<file path="config.mk">
export PLATFORM = sky130hd
export DESIGN_NAME = bbr_fifo
export DESIGN_NICKNAME = d
export VERILOG_FILES = /design/src/bbr_pkg.sv /design/src/bbr_fifo.sv
export SDC_FILE = /design/constraint.sdc
export NUM_CORES = 1
export LEC_CHECK = 0
export BUFFER_PORTS_ARGS = -buffer_cell sky130_fd_sc_hd__buf_2
export CAP_MARGIN = 25
export CELL_PAD_IN_SITES_DETAIL_PLACEMENT = 1
export CELL_PAD_IN_SITES_GLOBAL_PLACEMENT = 2
export CORE_MARGIN = 2
export CORE_UTILIZATION = 25
export DETAILED_ROUTE_END_ITERATION = 10
export PLACE_DENSITY = 0.49
export SETUP_SLACK_MARGIN = 0.15
export SLEW_MARGIN = 20
export SYNTH_ARGS = -nofsm -noshare
export SYNTH_HDL_FRONTEND = slang
export SYNTH_SLANG_ARGS = --single-unit
</file>
<file path="constraint.sdc">
create_clock -name i_clk -period 3.3 [get_ports i_clk]
set_input_delay 0.66 -clock i_clk [delete_from_list [all_inputs] [get_ports i_clk]]
set_output_delay 0.66 -clock i_clk [all_outputs]
set_load 0.1 [all_outputs]
</file>
<file path="src/bbr_pkg.sv">
// Shared types, constants and helpers of the 3x3 box blur unit.
`timescale 1ns / 1ps

package bbr_pkg;

    localparam int MAX_WIDTH_DEF = 1024;
    localparam int CHAN_W        = 8;
    localparam int PIX_W         = 3 * CHAN_W;
    localparam int COL_SUM_W     = 10;
    localparam int WIN_SUM_W     = 12;
    localparam int ROW_W         = 13;
    localparam int WIDTH_REG_W   = 11;
    localparam int HEIGHT_REG_W  = 13;
    localparam int CFG_DATA_W    = 13;
    localparam int CFG_IDX_W     = 1;
    localparam int MIDQ_DEPTH    = 4;
    localparam int OUTQ_DEPTH    = 4;

    localparam logic [WIDTH_REG_W-1:0]  WIDTH_RESET  = 11'd640;
    localparam logic [HEIGHT_REG_W-1:0] HEIGHT_RESET = 13'd480;

    localparam logic [CFG_IDX_W-1:0] CFG_IDX_WIDTH  = 1'd0;
    localparam logic [CFG_IDX_W-1:0] CFG_IDX_HEIGHT = 1'd1;

    localparam logic CMD_PIXEL = 1'b0;
    localparam logic CMD_FLUSH = 1'b1;

    // floor(s / 9) for s <= 2295 as (s * 7282) >> 16
    localparam logic [12:0] DIV9_RECIP = 13'd7282;
    localparam int          DIV9_SHIFT = 16;

    typedef enum logic {
        KIND_PIXEL,
        KIND_FLUSH
    } t_kind;

    // where the result pixel comes from
    typedef enum logic [1:0] {
        SEL_CENTER,
        SEL_CORNER,
        SEL_BLUR,
        SEL_STORE
    } t_sel;

    typedef struct packed {
        t_kind             kind;
        t_sel              sel;
        logic              emit;
        logic              last_col;
        logic              frame_end;
        logic [PIX_W-1:0]  pixel;
    } t_op;

    typedef struct packed {
        logic              frame_end;
        logic [PIX_W-1:0]  pixel;
    } t_result;

    typedef struct packed {
        logic                                blur;
        logic                                frame_end;
        logic [PIX_W-1:0]                    pixel;
        logic [2:0][WIN_SUM_W-1:0]           sum;
    } t_stage2;

    function automatic logic [CHAN_W-1:0] div9(input logic [WIN_SUM_W-1:0] s);
        logic [24:0] prod;
        prod = 25'(s) * 25'(DIV9_RECIP);
        return prod[DIV9_SHIFT +: CHAN_W];
    endfunction

endpackage

</file>
<file path="src/bbr_fifo.sv">
// Small first-in first-out queue of packed words.
`timescale 1ns / 1ps

module bbr_fifo #(
    parameter int W     = bbr_pkg::PIX_W,
    parameter int DEPTH = bbr_pkg::MIDQ_DEPTH
) (
    input  logic                          i_clk,
    input  logic                          i_rst_n,
    input  logic                          i_push,
    input  logic [W-1:0]                  i_data,
    output logic                          o_full,
    input  logic                          i_pop,
    output logic [W-1:0]                  o_data,
    output logic                          o_empty,
    output logic [$clog2(DEPTH+1)-1:0]    o_count
);

    localparam int PW   = (DEPTH > 1) ? $clog2(DEPTH) : 1;
    localparam int CNTW = $clog2(DEPTH + 1);

    logic [W-1:0]    r_mem [DEPTH];
    logic [PW-1:0]   r_wr_ptr, n_wr_ptr;
    logic [PW-1:0]   r_rd_ptr, n_rd_ptr;
    logic [CNTW-1:0] r_count, n_count;
    logic            do_push, do_pop;

    assign o_full  = (r_count == CNTW'(DEPTH));
    assign o_empty = (r_count == '0);
    assign o_count = r_count;
    assign o_data  = r_mem[r_rd_ptr];
    assign do_push = i_push && !o_full;
    assign do_pop  = i_pop && !o_empty;

    always_comb begin
        n_wr_ptr = r_wr_ptr;
        n_rd_ptr = r_rd_ptr;
        n_count  = r_count;
        if (do_push) begin
            n_wr_ptr = (r_wr_ptr == PW'(DEPTH - 1)) ? '0 : r_wr_ptr + PW'(1);
        end
        if (do_pop) begin
            n_rd_ptr = (r_rd_ptr == PW'(DEPTH - 1)) ? '0 : r_rd_ptr + PW'(1);
        end
        if (do_push && !do_pop) begin
            n_count = r_count + CNTW'(1);
        end else if (do_pop && !do_push) begin
            n_count = r_count - CNTW'(1);
        end
    end

    always_ff @(posedge i_clk) begin
        if (!i_rst_n) begin
            r_wr_ptr <= '0;
            r_rd_ptr <= '0;
            r_count  <= '0;
        end else begin
            r_wr_ptr <= n_wr_ptr;
            r_rd_ptr <= n_rd_ptr;
            r_count  <= n_count;
        end
    end

    always_ff @(posedge i_clk) begin
        if (do_push) begin
            r_mem[r_wr_ptr] <= i_data;
        end
    end

endmodule

</file>
# ---- Yosys cells after proc, flatten, opt, wreduce, memory -nomap -nowiden
# Memories as Yosys holds them, arrays and structs flattened. A register that Yosys moved wholly into a read port is not among the register bits.
# Cells that the tools add are included.
dict set report classes {
  n_mul 0
  add_sub_neg 4
  muxes 8
  n_reduce_logical 10
  n_shift 0
  bitwise_logic 0
  div_mod_pow 0
  eq_ne 3
  order_cmp 0
}
# cell n
set ops {}
lappend ops {{2-to-1 mux 2 bit} 4}
lappend ops {{2-to-1 mux 3 bit} 2}
lappend ops {{adder 2 x 1 -> 2 bit (second input constant)} 2}
lappend ops {{equality test 2 bit (second input constant)} 2}
lappend ops {{logical AND 1 bit} 4}
lappend ops {{logical NOT 1 bit} 4}
lappend ops {{adder 3 x 1 -> 3 bit (second input constant)} 1}
lappend ops {{equality test 3 bit (second input constant)} 1}
lappend ops {{logical NOT 3 bit} 1}
lappend ops {{subtractor 3 x 1 -> 3 bit (second input constant)} 1}
lappend ops {{2-to-1 mux 1 bit} 2}
lappend ops {{nonzero test 2 bit} 1}
dict set report totals {
  elab_cells 29
  mem_bits_ro 0
  out_inout_bits 29
  reg_bits 7
  mem_bits_rw 96
  n_memories 1
  latchBits 0
}
# name words word_bits read_ports rd_ports_with_merged_regs write_ports line
set mem_list {}
lappend mem_list {r_mem 4 24 1 1 1 bbr_fifo.sv:22} ;# logic [W-1:0] r_mem [DEPTH];

# ---- Depth between registers and ports, before layout
dict set report depth {
  depth_word 7
  mapped_depth 9
}

# ---- Worst setup path before layout
# No wires, ideal clock.
dict set report synth_timing {
  path_type {register to register}
  start {register r_count[2] (netlist: o_count[2])}
  end {register r_count[2] (netlist: o_count[2])}
  slack_ns -0.372
  synth_period_minus_slack_ns 3.672
  t_required_ns 3.224
  arrival_time_ns 3.596
  stages_incl_launch_ff 10
  n_path_buf 1
  setup_ns 0.076
  path_cell_list {dfxtp_1 -> nor3b_2 -> nor2b_1 -> buf_2 -> ha_1 -> inv_1 -> fa_1 -> xor2_1 -> or3_1 -> a21boi_0}
}
dict set report synth_via {
  elab_chain_cells 6
}
# element line
set synth_rtl {}
lappend synth_rtl {{start, declared} bbr_fifo.sv:25} ;# logic [CNTW-1:0] r_count, n_count;
lappend synth_rtl {{start signal, assigned} bbr_fifo.sv:60} ;# r_count <= n_count;
lappend synth_rtl {{equality test 3 bit (*)} bbr_fifo.sv:28} ;# assign o_full = (r_count == CNTW'(DEPTH));
lappend synth_rtl {{net o_full} bbr_fifo.sv:12} ;# output logic o_full,
lappend synth_rtl {{logical NOT 1 bit (*)} bbr_fifo.sv:32} ;# assign do_push = i_push && !o_full;
lappend synth_rtl {{logical AND 1 bit (*)} bbr_fifo.sv:32}
lappend synth_rtl {{net do_push} bbr_fifo.sv:26} ;# logic do_push, do_pop;
lappend synth_rtl {{logical NOT 1 bit} bbr_fifo.sv:47} ;# end else if (do_pop && !do_push) begin
lappend synth_rtl {{logical AND 1 bit} bbr_fifo.sv:47}
lappend synth_rtl {{nonzero test 2 bit (no source line)} --}
# The timed path passes the listed nets; every way through them passes the cells marked *. The select of a mux whose other input is x is not followed.
# A chain may end at the register's enable or synchronous reset.

==> results.txt <==
Status: finished, final reports clean
Most frequent cells in the layout: 96 x edfxtp_1, 56 x buf_2, 21 x mux4_2
Setup TNS: 0 ns
Fin cells: 462
Synth unique cells: 25
Final wirelength: 7700 um
CTS Buf Count: 9
Async S/R FF share, synth: 0
Critical path class: register to output pin
Total track usage: 0.0985
FMAX: 363 MHz
Seq/Total Area, Yosys: 0.772
DR iter-0 viols: 94
Commonest non-fill, non-tap cell in the layout: edfxtp_1
Routed wire per std cell: 16.7 um
CTS root buf: clkbuf_16
First-pass GRT wire length: 11,900 um
Htree depth: 3
Die Ht: 130 um
Post-cts resize count: 0
Core Box Area: 15,700 um2
Number of I/O pins: 57
Antenna violations before repair: 0
Critical Path AT: 2.10 ns
Placed insts: 448
I/O Buffers: 56
CP startpoint kind: register
TritonRoute pass-1 iters: 4
Maxcap violations: 0
Synth warn: 0
ANT nets after route: 0
Fin Hold WS: 0.515 ns
Number of diodes: 0
DRC: 0
Syn_nets: 212
Worst r2r src: o_count[1]
Nets: 278
Die area: 16,900 um2
Post-route minimum period: 2.76 ns
DIE WIDTH: 130 um
Ys flop type: edfxtp_1
Post-CTS Hold Buffers: 0
Fin. max-slew vios: 0
R2R setup slack: 0.95 ns
Syn Inst Count: 177
Unrepaired setup endpoints after global routing: no
DP HPWL: 4820 um
GRT Residual Overflow: 0
Final-report hold violation count: 0
Number of flops mapped to enable cells by yosys: 96
Clock slew at reported path FFs: 0.07 ns
Worst Setup End Kind: output pin
Crit path capture: o_data[13]
Syn avg cell area: 22.4 um2
Final period util: 0.835
Layout cells sized above 1: 0.407
CTS tree: done
Utilization after layout: 0.305
Vias in the first global route: 2,099
Setup Fix Bufs, Post-CTS: 0
Clk buf depth: 2
CP Data Required Time: 2.64 ns
Final Skew: 0.00955 ns
Vias per inst: 3.98
Clock latency on the worst-skew pair: 0.34 ns
Yosys reg bits: 105
Worst Max-Slew Pin Slew: 0.558 ns
Final Setup Violations: 0
Clk sinks: 105
Slowest CP cell: dfxtp_2
GPL Wtd Cong: 0.657
CP max stage delay: 0.61 ns
Initial core utilization: 0.252
Number of vias in the routed layout: 1,840
Worst r2r dst: o_count[2]
CP Max Fanout: 14
Reg2Reg Depth: 7
Mapped cell area: 3970 um2
Pin count of the biggest net entering global routing: 25
Slew headroom: 0.625
Worst min path class: register to register
Worst path cell trace: buf_12, mux4_1, buf_2
Layout area overhead: 20.7%
FP Rows: 46
-- cells in the mapped netlist (all sizes together) (2+ instances only) --
cell,count,area [um2]
ha,6,75.1
nand3,2,10.0
o21ai,3,15.0
dfxtp,9,180
edfxtp,96,2880
buf,6,52.5
nand2,6,22.5
nor2,2,7.51
nor2b,2,12.5
and2,5,31.3
clkbuf,2,7.51
mux4,24,552
mux2i,3,30.0
inv,3,11.3
-- flip-flops by register name, summed over array words and instances (netlist names), named ones only --
name and count:
r_mem 96, o_count 3, r_rd_ptr 2, r_wr_ptr 2
-- how the worst min path moves through the flow --
stage | start | endpoint | slack (ns) | cells past startpoint
final | r_wr_ptr[1] | r_wr_ptr[1] | 0.52 | 2
after global routing | i_data[17] | r_mem[2][17] | 0.53 | 1
after CTS | r_wr_ptr[1] | r_wr_ptr[1] | 0.52 | 2
after detailed placement | r_wr_ptr[1] | r_wr_ptr[1] | 0.52 | 2
after global placement | r_wr_ptr[1] | r_wr_ptr[1] | 0.51 | 2
after floorplan | r_wr_ptr[1] | r_wr_ptr[1] | 0.47 | 2
-- through the flow --
stage	area [um2]	setup slack (ns)
2_1_floorplan	3980	0.257
3_3_place_gp	4540	0.824
3_5_place_dp	4540	0.829
4_1_cts	4790	0.446
5_1_grt	4790	0.399
6_report	4790	0.545
-- worst max-delay path: cells and delay by family (launching register included) --
family | cells | cell delay [ns]
buffers and inverters | 2 | 0.55
muxes | 1 | 0.58
DFF | 1 | 0.61
-- final cells by class --
| type | count | area [um2] |
|---|---|---|
| clock buffer | 9 | 225 |
| clock inverter | 5 | 25.0 |
| fill | 1619 | 10900 |
| inverter | 3 | 11.3 |
| multi-input combinational | 61 | 843 |
| sequential | 105 | 3070 |
| tap | 216 | 270 |
| timing repair buffer | 63 | 345 |
-- cell families (layout without fill, tap and decap cells) --
group | Yosys count | count (layout) | synth area share
AO/OA/AOI/OAI | 5 | 5 | 0.00757
XOR/XNOR | 2 | 2 | 0.00442
adder cells (fa/ha/maj) | 7 | 7 | 0.0240
buffers and inverters | 11 | 80 | 0.0180
flip-flops | 105 | 105 | 0.772
multiplexers | 27 | 27 | 0.147
AND/OR/NAND/NOR | 20 | 20 | 0.0271
-- per-layer routing --
metal	share of wire	GRT usage	routed length, um	vias to the layer above
met1	0.44	0.118	3420	948
li1	-	-	-	844
met4	0.012	0.0323	93	0
met3	0.036	0.0299	277	7
met5	0	0	0	-
met2	0.51	0.170	3910	41
Power is not shown: default switching activity piles up to over one toggle a cycle in this logic, so the estimate is an artifact.
