## src/bbr_pkg.sv

```systemverilog
// Shared types, constants and helpers of the 3x3 box blur unit.
`timescale 1ns / 1ps

package bbr_pkg;

    localparam int MAX_WIDTH_DEF = 1024;
    localparam int CHAN_W        = 8;
    localparam int PIX_W         = 3 * CHAN_W;
    localparam int COL_SUM_W     = 10;
    localparam int WIN_SUM_W     = 12;
    localparam int ROW_W         = 13;
    localparam int WIDTH_REG_W   = 11;
    localparam int HEIGHT_REG_W  = 13;
    localparam int CFG_DATA_W    = 13;
    localparam int CFG_IDX_W     = 1;
    localparam int MIDQ_DEPTH    = 4;
    localparam int OUTQ_DEPTH    = 4;

    localparam logic [WIDTH_REG_W-1:0]  WIDTH_RESET  = 11'd640;
    localparam logic [HEIGHT_REG_W-1:0] HEIGHT_RESET = 13'd480;

    localparam logic [CFG_IDX_W-1:0] CFG_IDX_WIDTH  = 1'd0;
    localparam logic [CFG_IDX_W-1:0] CFG_IDX_HEIGHT = 1'd1;

    localparam logic CMD_PIXEL = 1'b0;
    localparam logic CMD_FLUSH = 1'b1;

    // floor(s / 9) for s <= 2295 as (s * 7282) >> 16
    localparam logic [12:0] DIV9_RECIP = 13'd7282;
    localparam int          DIV9_SHIFT = 16;

    typedef enum logic {
        KIND_PIXEL,
        KIND_FLUSH
    } t_kind;

    // where the result pixel comes from
    typedef enum logic [1:0] {
        SEL_CENTER,
        SEL_CORNER,
        SEL_BLUR,
        SEL_STORE
    } t_sel;

    typedef struct packed {
        t_kind             kind;
        t_sel              sel;
        logic              emit;
        logic              last_col;
        logic              frame_end;
        logic [PIX_W-1:0]  pixel;
    } t_op;

    typedef struct packed {
        logic              frame_end;
        logic [PIX_W-1:0]  pixel;
    } t_result;

    typedef struct packed {
        logic                                blur;
        logic                                frame_end;
        logic [PIX_W-1:0]                    pixel;
        logic [2:0][WIN_SUM_W-1:0]           sum;
    } t_stage2;

    function automatic logic [CHAN_W-1:0] div9(input logic [WIN_SUM_W-1:0] s);
        logic [24:0] prod;
        prod = 25'(s) * 25'(DIV9_RECIP);
        return prod[DIV9_SHIFT +: CHAN_W];
    endfunction

endpackage

```

## src/bbr_front.sv

```systemverilog
// Front end: tracks raster position and turns each request into a back-end operation.
`timescale 1ns / 1ps

module bbr_front #(
    parameter int MAX_WIDTH = bbr_pkg::MAX_WIDTH_DEF
) (
    input  logic                               i_clk,
    input  logic                               i_rst_n,
    input  logic                               i_restart,
    input  logic [$clog2(MAX_WIDTH)-1:0]       i_w_last,
    input  logic [bbr_pkg::ROW_W-1:0]          i_h_last,
    input  logic                               i_accept,
    input  logic                               i_command,
    input  logic [bbr_pkg::PIX_W-1:0]          i_pixel,
    output logic                               o_push,
    output bbr_pkg::t_op                       o_op,
    output logic [$clog2(MAX_WIDTH)-1:0]       o_addr
);

    localparam int CW = $clog2(MAX_WIDTH);
    localparam int RW = bbr_pkg::ROW_W;

    // input position, rows-complete flag, output position, image-drained flag
    logic [CW-1:0] r_col, n_col;
    logic [RW-1:0] r_row, n_row;
    logic          r_rows_done, n_rows_done;
    logic [CW-1:0] r_ox, n_ox;
    logic [RW-1:0] r_oy, n_oy;
    logic          r_done, n_done;

    logic [CW-1:0] c_b, ox_b;
    logic [RW-1:0] r_b, oy_b;
    logic          last_col, emit, row_ge2;

    always_comb begin
        n_col       = r_col;
        n_row       = r_row;
        n_rows_done = r_rows_done;
        n_ox        = r_ox;
        n_oy        = r_oy;
        n_done      = r_done;
        o_push      = 1'b0;
        o_op        = '0;
        o_addr      = '0;
        c_b         = r_col;
        r_b         = r_row;
        ox_b        = r_ox;
        oy_b        = r_oy;
        last_col    = 1'b0;
        emit        = 1'b0;
        row_ge2     = 1'b0;
        if (i_restart) begin
            n_col       = '0;
            n_row       = '0;
            n_rows_done = 1'b0;
            n_ox        = '0;
            n_oy        = '0;
            n_done      = 1'b0;
        end else if (i_accept) begin
            if (i_command == bbr_pkg::CMD_PIXEL) begin
                // a pixel after a complete image opens the next one
                if (r_rows_done) begin
                    c_b         = '0;
                    r_b         = '0;
                    ox_b        = '0;
                    oy_b        = '0;
                    n_rows_done = 1'b0;
                    n_done      = 1'b0;
                end
                row_ge2  = (r_b[RW-1:1] != '0);
                last_col = (c_b == i_w_last);
                emit     = row_ge2 || ((r_b == RW'(1)) && (c_b != '0));
                o_push        = 1'b1;
                o_addr        = c_b;
                o_op.kind     = bbr_pkg::KIND_PIXEL;
                o_op.emit     = emit;
                o_op.last_col = last_col;
                o_op.pixel    = i_pixel;
                if (c_b == '0) begin
                    o_op.sel = bbr_pkg::SEL_CORNER;
                end else if (row_ge2 && (c_b[CW-1:1] != '0)) begin
                    o_op.sel = bbr_pkg::SEL_BLUR;
                end else begin
                    o_op.sel = bbr_pkg::SEL_CENTER;
                end
                n_col = last_col ? '0 : c_b + CW'(1);
                n_row = r_b;
                if (last_col) begin
                    if (r_b == i_h_last) begin
                        n_rows_done = 1'b1;
                    end else begin
                        n_row = r_b + RW'(1);
                    end
                end
                n_ox = ox_b;
                n_oy = oy_b;
                if (emit) begin
                    n_ox = (ox_b == i_w_last) ? '0 : ox_b + CW'(1);
                    n_oy = (ox_b == i_w_last) ? oy_b + RW'(1) : oy_b;
                end
            end else if (r_rows_done && !r_done) begin
                // drain one pending pixel once the image is in; any other flush is dropped
                o_push         = 1'b1;
                o_addr         = r_ox;
                o_op.kind      = bbr_pkg::KIND_FLUSH;
                o_op.emit      = 1'b1;
                o_op.sel       = (r_oy == i_h_last) ? bbr_pkg::SEL_STORE : bbr_pkg::SEL_CORNER;
                o_op.frame_end = (r_oy == i_h_last) && (r_ox == i_w_last);
                n_done         = o_op.frame_end;
                n_ox = (r_ox == i_w_last) ? '0 : r_ox + CW'(1);
                n_oy = (r_ox == i_w_last) ? r_oy + RW'(1) : r_oy;
            end
        end
    end

    always_ff @(posedge i_clk) begin
        if (!i_rst_n) begin
            r_col       <= '0;
            r_row       <= '0;
            r_rows_done <= 1'b0;
            r_ox        <= '0;
            r_oy        <= '0;
            r_done      <= 1'b0;
        end else begin
            r_col       <= n_col;
            r_row       <= n_row;
            r_rows_done <= n_rows_done;
            r_ox        <= n_ox;
            r_oy        <= n_oy;
            r_done      <= n_done;
        end
    end

endmodule

```

## config.mk

```make
export PLATFORM = sky130hd
export DESIGN_NAME = bbr_front
export DESIGN_NICKNAME = d
export VERILOG_FILES = /design/src/bbr_pkg.sv /design/src/bbr_front.sv
export SDC_FILE = /design/constraint.sdc
export NUM_CORES = 1
export LEC_CHECK = 0
export BUFFER_PORTS_ARGS = -buffer_cell sky130_fd_sc_hd__buf_2
export CAP_MARGIN = 20
export CELL_PAD_IN_SITES_DETAIL_PLACEMENT = 1
export CELL_PAD_IN_SITES_GLOBAL_PLACEMENT = 1
export CORE_ASPECT_RATIO = 1.1
export CORE_MARGIN = 3
export CORE_UTILIZATION = 44
export DETAILED_ROUTE_END_ITERATION = 12
export MAX_ROUTING_LAYER = met4
export PLACE_DENSITY_LB_ADDON = 0.1
export SLEW_MARGIN = 20
export SYNTH_ARGS = -nofsm -noshare
export SYNTH_HDL_FRONTEND = slang
export SYNTH_SLANG_ARGS = --single-unit
```

## constraint.sdc

```tcl
create_clock -name i_clk -period 6.8 [get_ports i_clk]
set_clock_uncertainty 0.15 [all_clocks]
set_input_delay 0.34 -clock i_clk [delete_from_list [all_inputs] [get_ports i_clk]]
set_output_delay 0.34 -clock i_clk [all_outputs]
set_load 0.03 [all_outputs]
```

# Yosys cells after proc, flatten, opt, wreduce, memory -nomap -nowiden
# Cells that the tools add are included.
word_totals:
  regBits: 48
  latchBits: 0
  mem_bits_rw: 0
  mem_bits_ro: 0
  input_bits: 52
  n_memories: 0
classes:
  n_addsub: 6
  multipliers: 0
  div: 0
  order_cmp: 0
  n_eq_ne: 8
  n_shift: 0
  mux: 53
  n_bitwise: 2
  reduce_logical: 16
op_table:
  columns: ["cell", "n"]
  rows:
  - ["$mux W13", 15]
  - ["$mux W10", 18]
  - ["$mux W30", 2]
  - ["$add A13 B1 Y13 const B", 3]
  - ["$add A10 B1 Y10 const B", 3]
  - ["$eq A10 B10 Y1", 3]
  - ["$eq A13 B13 Y1", 2]
  - ["$mux W24", 1]
  - ["$eq A13 B1 Y1 const B", 1]
  - ["$mux W1", 12]
  - ["$reduce_bool A12 Y1", 1]
  - ["$logic_not A10 Y1", 1]
  - ["$reduce_bool A10 Y1", 1]
  - ["$reduce_bool A9 Y1", 1]
  - ["$mux W4", 2]
  - ["$mux W2", 3]
  - ["$reduce_and A3 Y1", 2]
  - ["$logic_and A1 B1 Y1", 4]
  - ["$ne A2 B1 Y1 const B", 2]
  - ["$reduce_and A2 Y1", 2]
  - ["$not A1 Y1", 2]
  - ["$reduce_bool A2 Y1", 1]
  - ["$reduce_or A2 Y1", 1]
  - ["$logic_not A1 Y1", 1]
  - ["$logic_or A1 B1 Y1", 1]

# Depth between registers and ports, before layout
logic_depth:
  word_depth: 11
  depth_mapped: 16
  depth_no_buf: 10

# Worst setup path before layout
# Ideal clock, no wire load.
synth_path:
  kind: "register to register"
  start: "register r_rows_done"
  end: "register r_oy[11]"
  arrival_time_ps: 3207
  required_time_ps: 6564
  path_slack_ps: 3357
  stages_incl_launch_ff: 17
  n_path_buf: 7
  cell_sequence: "dfxtp_1 -> buf_6 -> buf_2 -> clkbuf_1 -> buf_1 -> buf_1 -> nor2b_1 -> ha_1 -> inv_1 -> a311oi_1 -> or3_1 -> buf_6 -> and3_4 -> buf_6 -> a31o_1 -> a21o_1 -> a221oi_2"
synth_via:
  elab_chain_len: 9
  elab_cells_between_ends: 29
  classes_between: "1 x add/sub; 3 x eq/ne; 19 x mux; 6 x reduce/logical"
synth_rtl:
  columns: ["item", "line", "text"]
  rows:
  - ["from (decl)", "bbr_front.sv:26", "logic r_rows_done, n_rows_done;"]
  - ["from (signal assigned)", "bbr_front.sv:127", "r_rows_done <= n_rows_done;"]
  - ["parallel branches: the longest is 9 deep, another holds $add A13 B1 Y13", null, null]
  - ["to (signal assigned)", "bbr_front.sv:129", "r_oy <= n_oy;"]
  - ["to (decl)", "bbr_front.sv:28", "logic [RW-1:0] r_oy, n_oy;"]
# Parallel ways; which one is timed is not known. The select of a mux whose other input is x is not followed.
# A chain may end at the register's enable or synchronous reset.

# Worst setup path in the final report
layout_path:
  start: "register r_rows_done"
  end: "register r_row[9]"
layout_via:
  elab_chain_len: 7
  elab_cells_between_ends: 13
  classes_between: "1 x add/sub; 2 x eq/ne; 10 x mux"
layout_rtl:
  columns: ["item", "line", "text"]
  rows:
  - ["$mux W13", "bbr_front.sv:62", "if (r_rows_done) begin"]
  - ["$mux W13", "bbr_front.sv:60", "if (i_command == bbr_pkg::CMD_PIXEL) begin"]
  - ["$mux W13", "bbr_front.sv:59", "end else if (i_accept) begin"]
  - ["$mux W13", "bbr_front.sv:52", "if (i_restart) begin"]
  - ["$add A13 B1 Y13 / $eq A13 B13 Y1 (equally long branches)", "bbr_front.sv:92, bbr_front.sv:89", null]
  - ["$mux W13", "bbr_front.sv:89", "if (r_b == i_h_last) begin"]
  - ["$mux W13 *", "bbr_front.sv:88", "if (last_col) begin"]
  - ["to (signal assigned)", "bbr_front.sv:126", "r_row <= n_row;"]
  - ["to (decl)", "bbr_front.sv:25", "logic [RW-1:0] r_row, n_row;"]
# Mark *: on every way between the ends. The rest lies on a longest branch, timed or not. The select of a mux whose other input is x is not followed.

==> results.cfg <==
[run_status]
status = finished clean

[placement]
hpwl_um = 13800
dp_slack_ns = 3.19
placed_cell_area_um2 = 5200
gp_congestion = 0.972
portBuffers = 92

[floorplan]
start_util_pct = 45.5
coreArea_um2 = 10500
die-area_um2 = 12200
die_w_um = 106
pin_count = 93
die_y_um = 116
rows = 39

[setup_path]
path_class = flop to flop
reg2reg_depth = 6
cp_data_arrival_time_ns = 3.60
slowest_delay_ns = 0.72
worstReg2RegEnd = r_row[9]
r2r-start = r_rows_done
crit_path_max_fanout = 32
crit_buf_inv = 0
worstPathRequired_ns = 6.88
path_delay_family = simple AND/OR/NAND/NOR gates
critPathLaunch = r_rows_done
worstPathCellList = and2b_1 -> o21ai_2 -> nor2_1 -> nand2_1 -> a2111oi_0 -> nand2b_1
cp_slowest_cell = dfxtp_2
worst_setup_path_start_kind = flop
rrSetupSlack_ns = 3.28
cp-end-kind = flop

[worst_hold_path]
holdPathEnd = r_done
hold_path_class = flop to flop
worstHoldPathCells = 2
min_from = r_done

[global_route]
grt_pass1_wl_um = 29400
top_usage_layer = met2
grt_util_met3_pct = 4.35
antenna_found_initial = 0
globalRouteMet2Util_pct = 53.3
grt_pass1_vias = 5663
grt_usage_pct = 30.5
met1_usage_pct = 37.1
gr-total-overflow = 0
grt_max_degree = 33

[drt]
first_pass_iters = 5
ant_nets = 0
vias_per_cell = 6.45
vias = 5539
wl_per_cell_um = 21.3
drc_errors = 0
drt_wl_total_um = 18300
drt_iter0_drc = 349

[layout]
layout-drive-gt1-share_pct = 18.0
stdcell_area_um2 = 5360
nFillCells = 1404
antenna_cells = 0
nNetsFinal = 774
synthToLayoutAreaGrowth_pct = 11.6

[clocking]
cts_resized = 0
htreeDepth = 2
clock_latency_ns = 0.29
clock_sinks = 48
cts_buffers = 5
postCtsSetupBuffers = 0
clk_path_buf_depth = 2
cts_hold_buf = 0
ctsRootBufferMaster = clkbuf_16
clkSlewWorstSetupHoldPaths_ns = 0.07
cts_tree = yes

[yosys]
synth_fa_ha_area_share_pct = 1.82
yosys-top-cells-count = 66 x nand2_1, 56 x nor2_1, 48 x dfxtp_1
synth_warnings = 0
async_reset_ff_share_pct = 0
avgSynthCellArea_um2 = 7.17
syn-cell-area_um2 = 4800
ys.flop_type = dfxtp_1
synth_edf_count = 0
ys_types = 83
ys_seq_elements = 48
postSynthCellCount = 670
yosysSeqAreaShare_pct = 20.0
synthXorXnorAreaFrac_pct = 7.11
synthMuxAreaShare_pct = 0.834
synth_area_leaders = dfxtp_1 20%, nand2_1 5.2%, nor2_1 4.4%
synth.largest_area_cell = dfxtp_1
synth_compound_area_share_pct = 25.1
synth_top_family_by_area = simple AND/OR/NAND/NOR gates
synth.most_common_cell = nand2_1
syn_nets = 729
synth_top_area_share_pct = 20.0
synth-simple-area-share_pct = 37.7

[timing]
hold_viol = 0
slew_headroom_pct = 40.3
worstMarginPinSlew_ns = 0.896
fmax_ghz = 0.284
fin_tns_setup_ns = 0
timing.final.crit_share_pct = 51.8
rsz0062_at_grt = false
drv_slew = 0
fin_crit_ns = 3.52
setup_slack_ns = 3.28
setup_violations = 0

[flow_run]
drv_cap = 0

[power]
leakagePower_nw = 1.98
powerDensity_nw_per_um2 = 122
ir_worst_vdd_mv = 0.0858
==> per-layer routing <==
layer  vias up  share of wire (%)
met2       197                 49
li1       2581                  -
met4         0                1.4
met3        19                5.4
met1      2742                 44
met5         -                  0
==> worst reg2reg max path, stage by stage (launching register included) <==
cell and delay [ns]:
dfxtp_2 0.72, and2b_1 0.27, o21ai_2 0.27, nor2_1 0.72, nand2_1 0.63, a2111oi_0 0.55
nand2b_1 0.15
==> state kept, by name, indices dropped and copies added (netlist names) <==
name,flops
r_ox,10
r_done,1
r_row,13
r_col,10
r_oy,13
r_rows_done,1
==> cell families after synthesis <==
family                   after synthesis
XOR/XNOR                              39
AO/OA/AOI/OAI                        166
multiplexers                           4
adder cells (fa/ha/maj)                7
AND/OR/NAND/NOR                      327
buffers and inverters                 79
flip-flops                            48
==> worst max-delay path by stage <==
| stage | endpoint | slack [ns] | cells after the start |
|---|---|---|---|
| after floorplan | r_oy[11] | 3.36 | 16 |
| after global placement | r_row[0] | 3.46 | 8 |
| after detailed placement | r_row[0] | 3.19 | 8 |
| after CTS | r_row[0] | 3.19 | 8 |
| after global routing | r_row[7] | 2.95 | 6 |
| final | r_row[9] | 3.28 | 6 |
==> layout make-up <==
type                    count  area (um2)  area share, %
clock inverters             2        15.0          0.280
repair buffers             96         490           9.15
inverters                  21        78.8           1.47
clock buffers               6         139           2.59
multi-input cells         543        3490           65.2
well taps                 143         179           3.34
flip-flops and latches     48         962           18.0
==> through the flow <==
stage	hold WS, ns	util, %	total power [W]	cells
floorplan	0.278	-	0.000347	670
global placement	0.289	49.3	0.000388	851
detailed placement	0.296	49.3	0.000391	851
CTS	0.305	50.8	0.000657	859
global route	0.336	50.8	0.000679	859
finish	0.300	50.8	0.000654	859
==> report_power, final <==
| group | leakage (nW) | internal [W] | switching, W | total, W |
|---|---|---|---|---|
| Combinational | 1.52 | 0.0000337 | 0.0000686 | 0.000102 |
| Clock | 0.0691 | 0.000147 | 0.000121 | 0.000268 |
| Sequential | 0.387 | 0.000282 | 0.00000160 | 0.000283 |
| Total | 1.98 | 0.000462 | 0.000192 | 0.000654 |
==> cells in the final DEF (no fill, tap or decap), types with 7 or more instances in the layout <==
cell type  instances
a21oi_1           29
a22o_1            10
a31oi_1           11
and2_1            26
and3_1            13
buf_2             92
dfxtp_1           47
ha_1               7
inv_1             19
nand2_1           66
nand2b_1          12
nand3_1           35
nand4_1           25
nor2_1            55
nor2b_1           15
nor3_1            15
nor4_1            15
o21ai_0           23
o31ai_1            8
or3_1              7
or4_1              7
xnor2_1           20
xor2_1            19
Power figures use the tool's default switching activity.
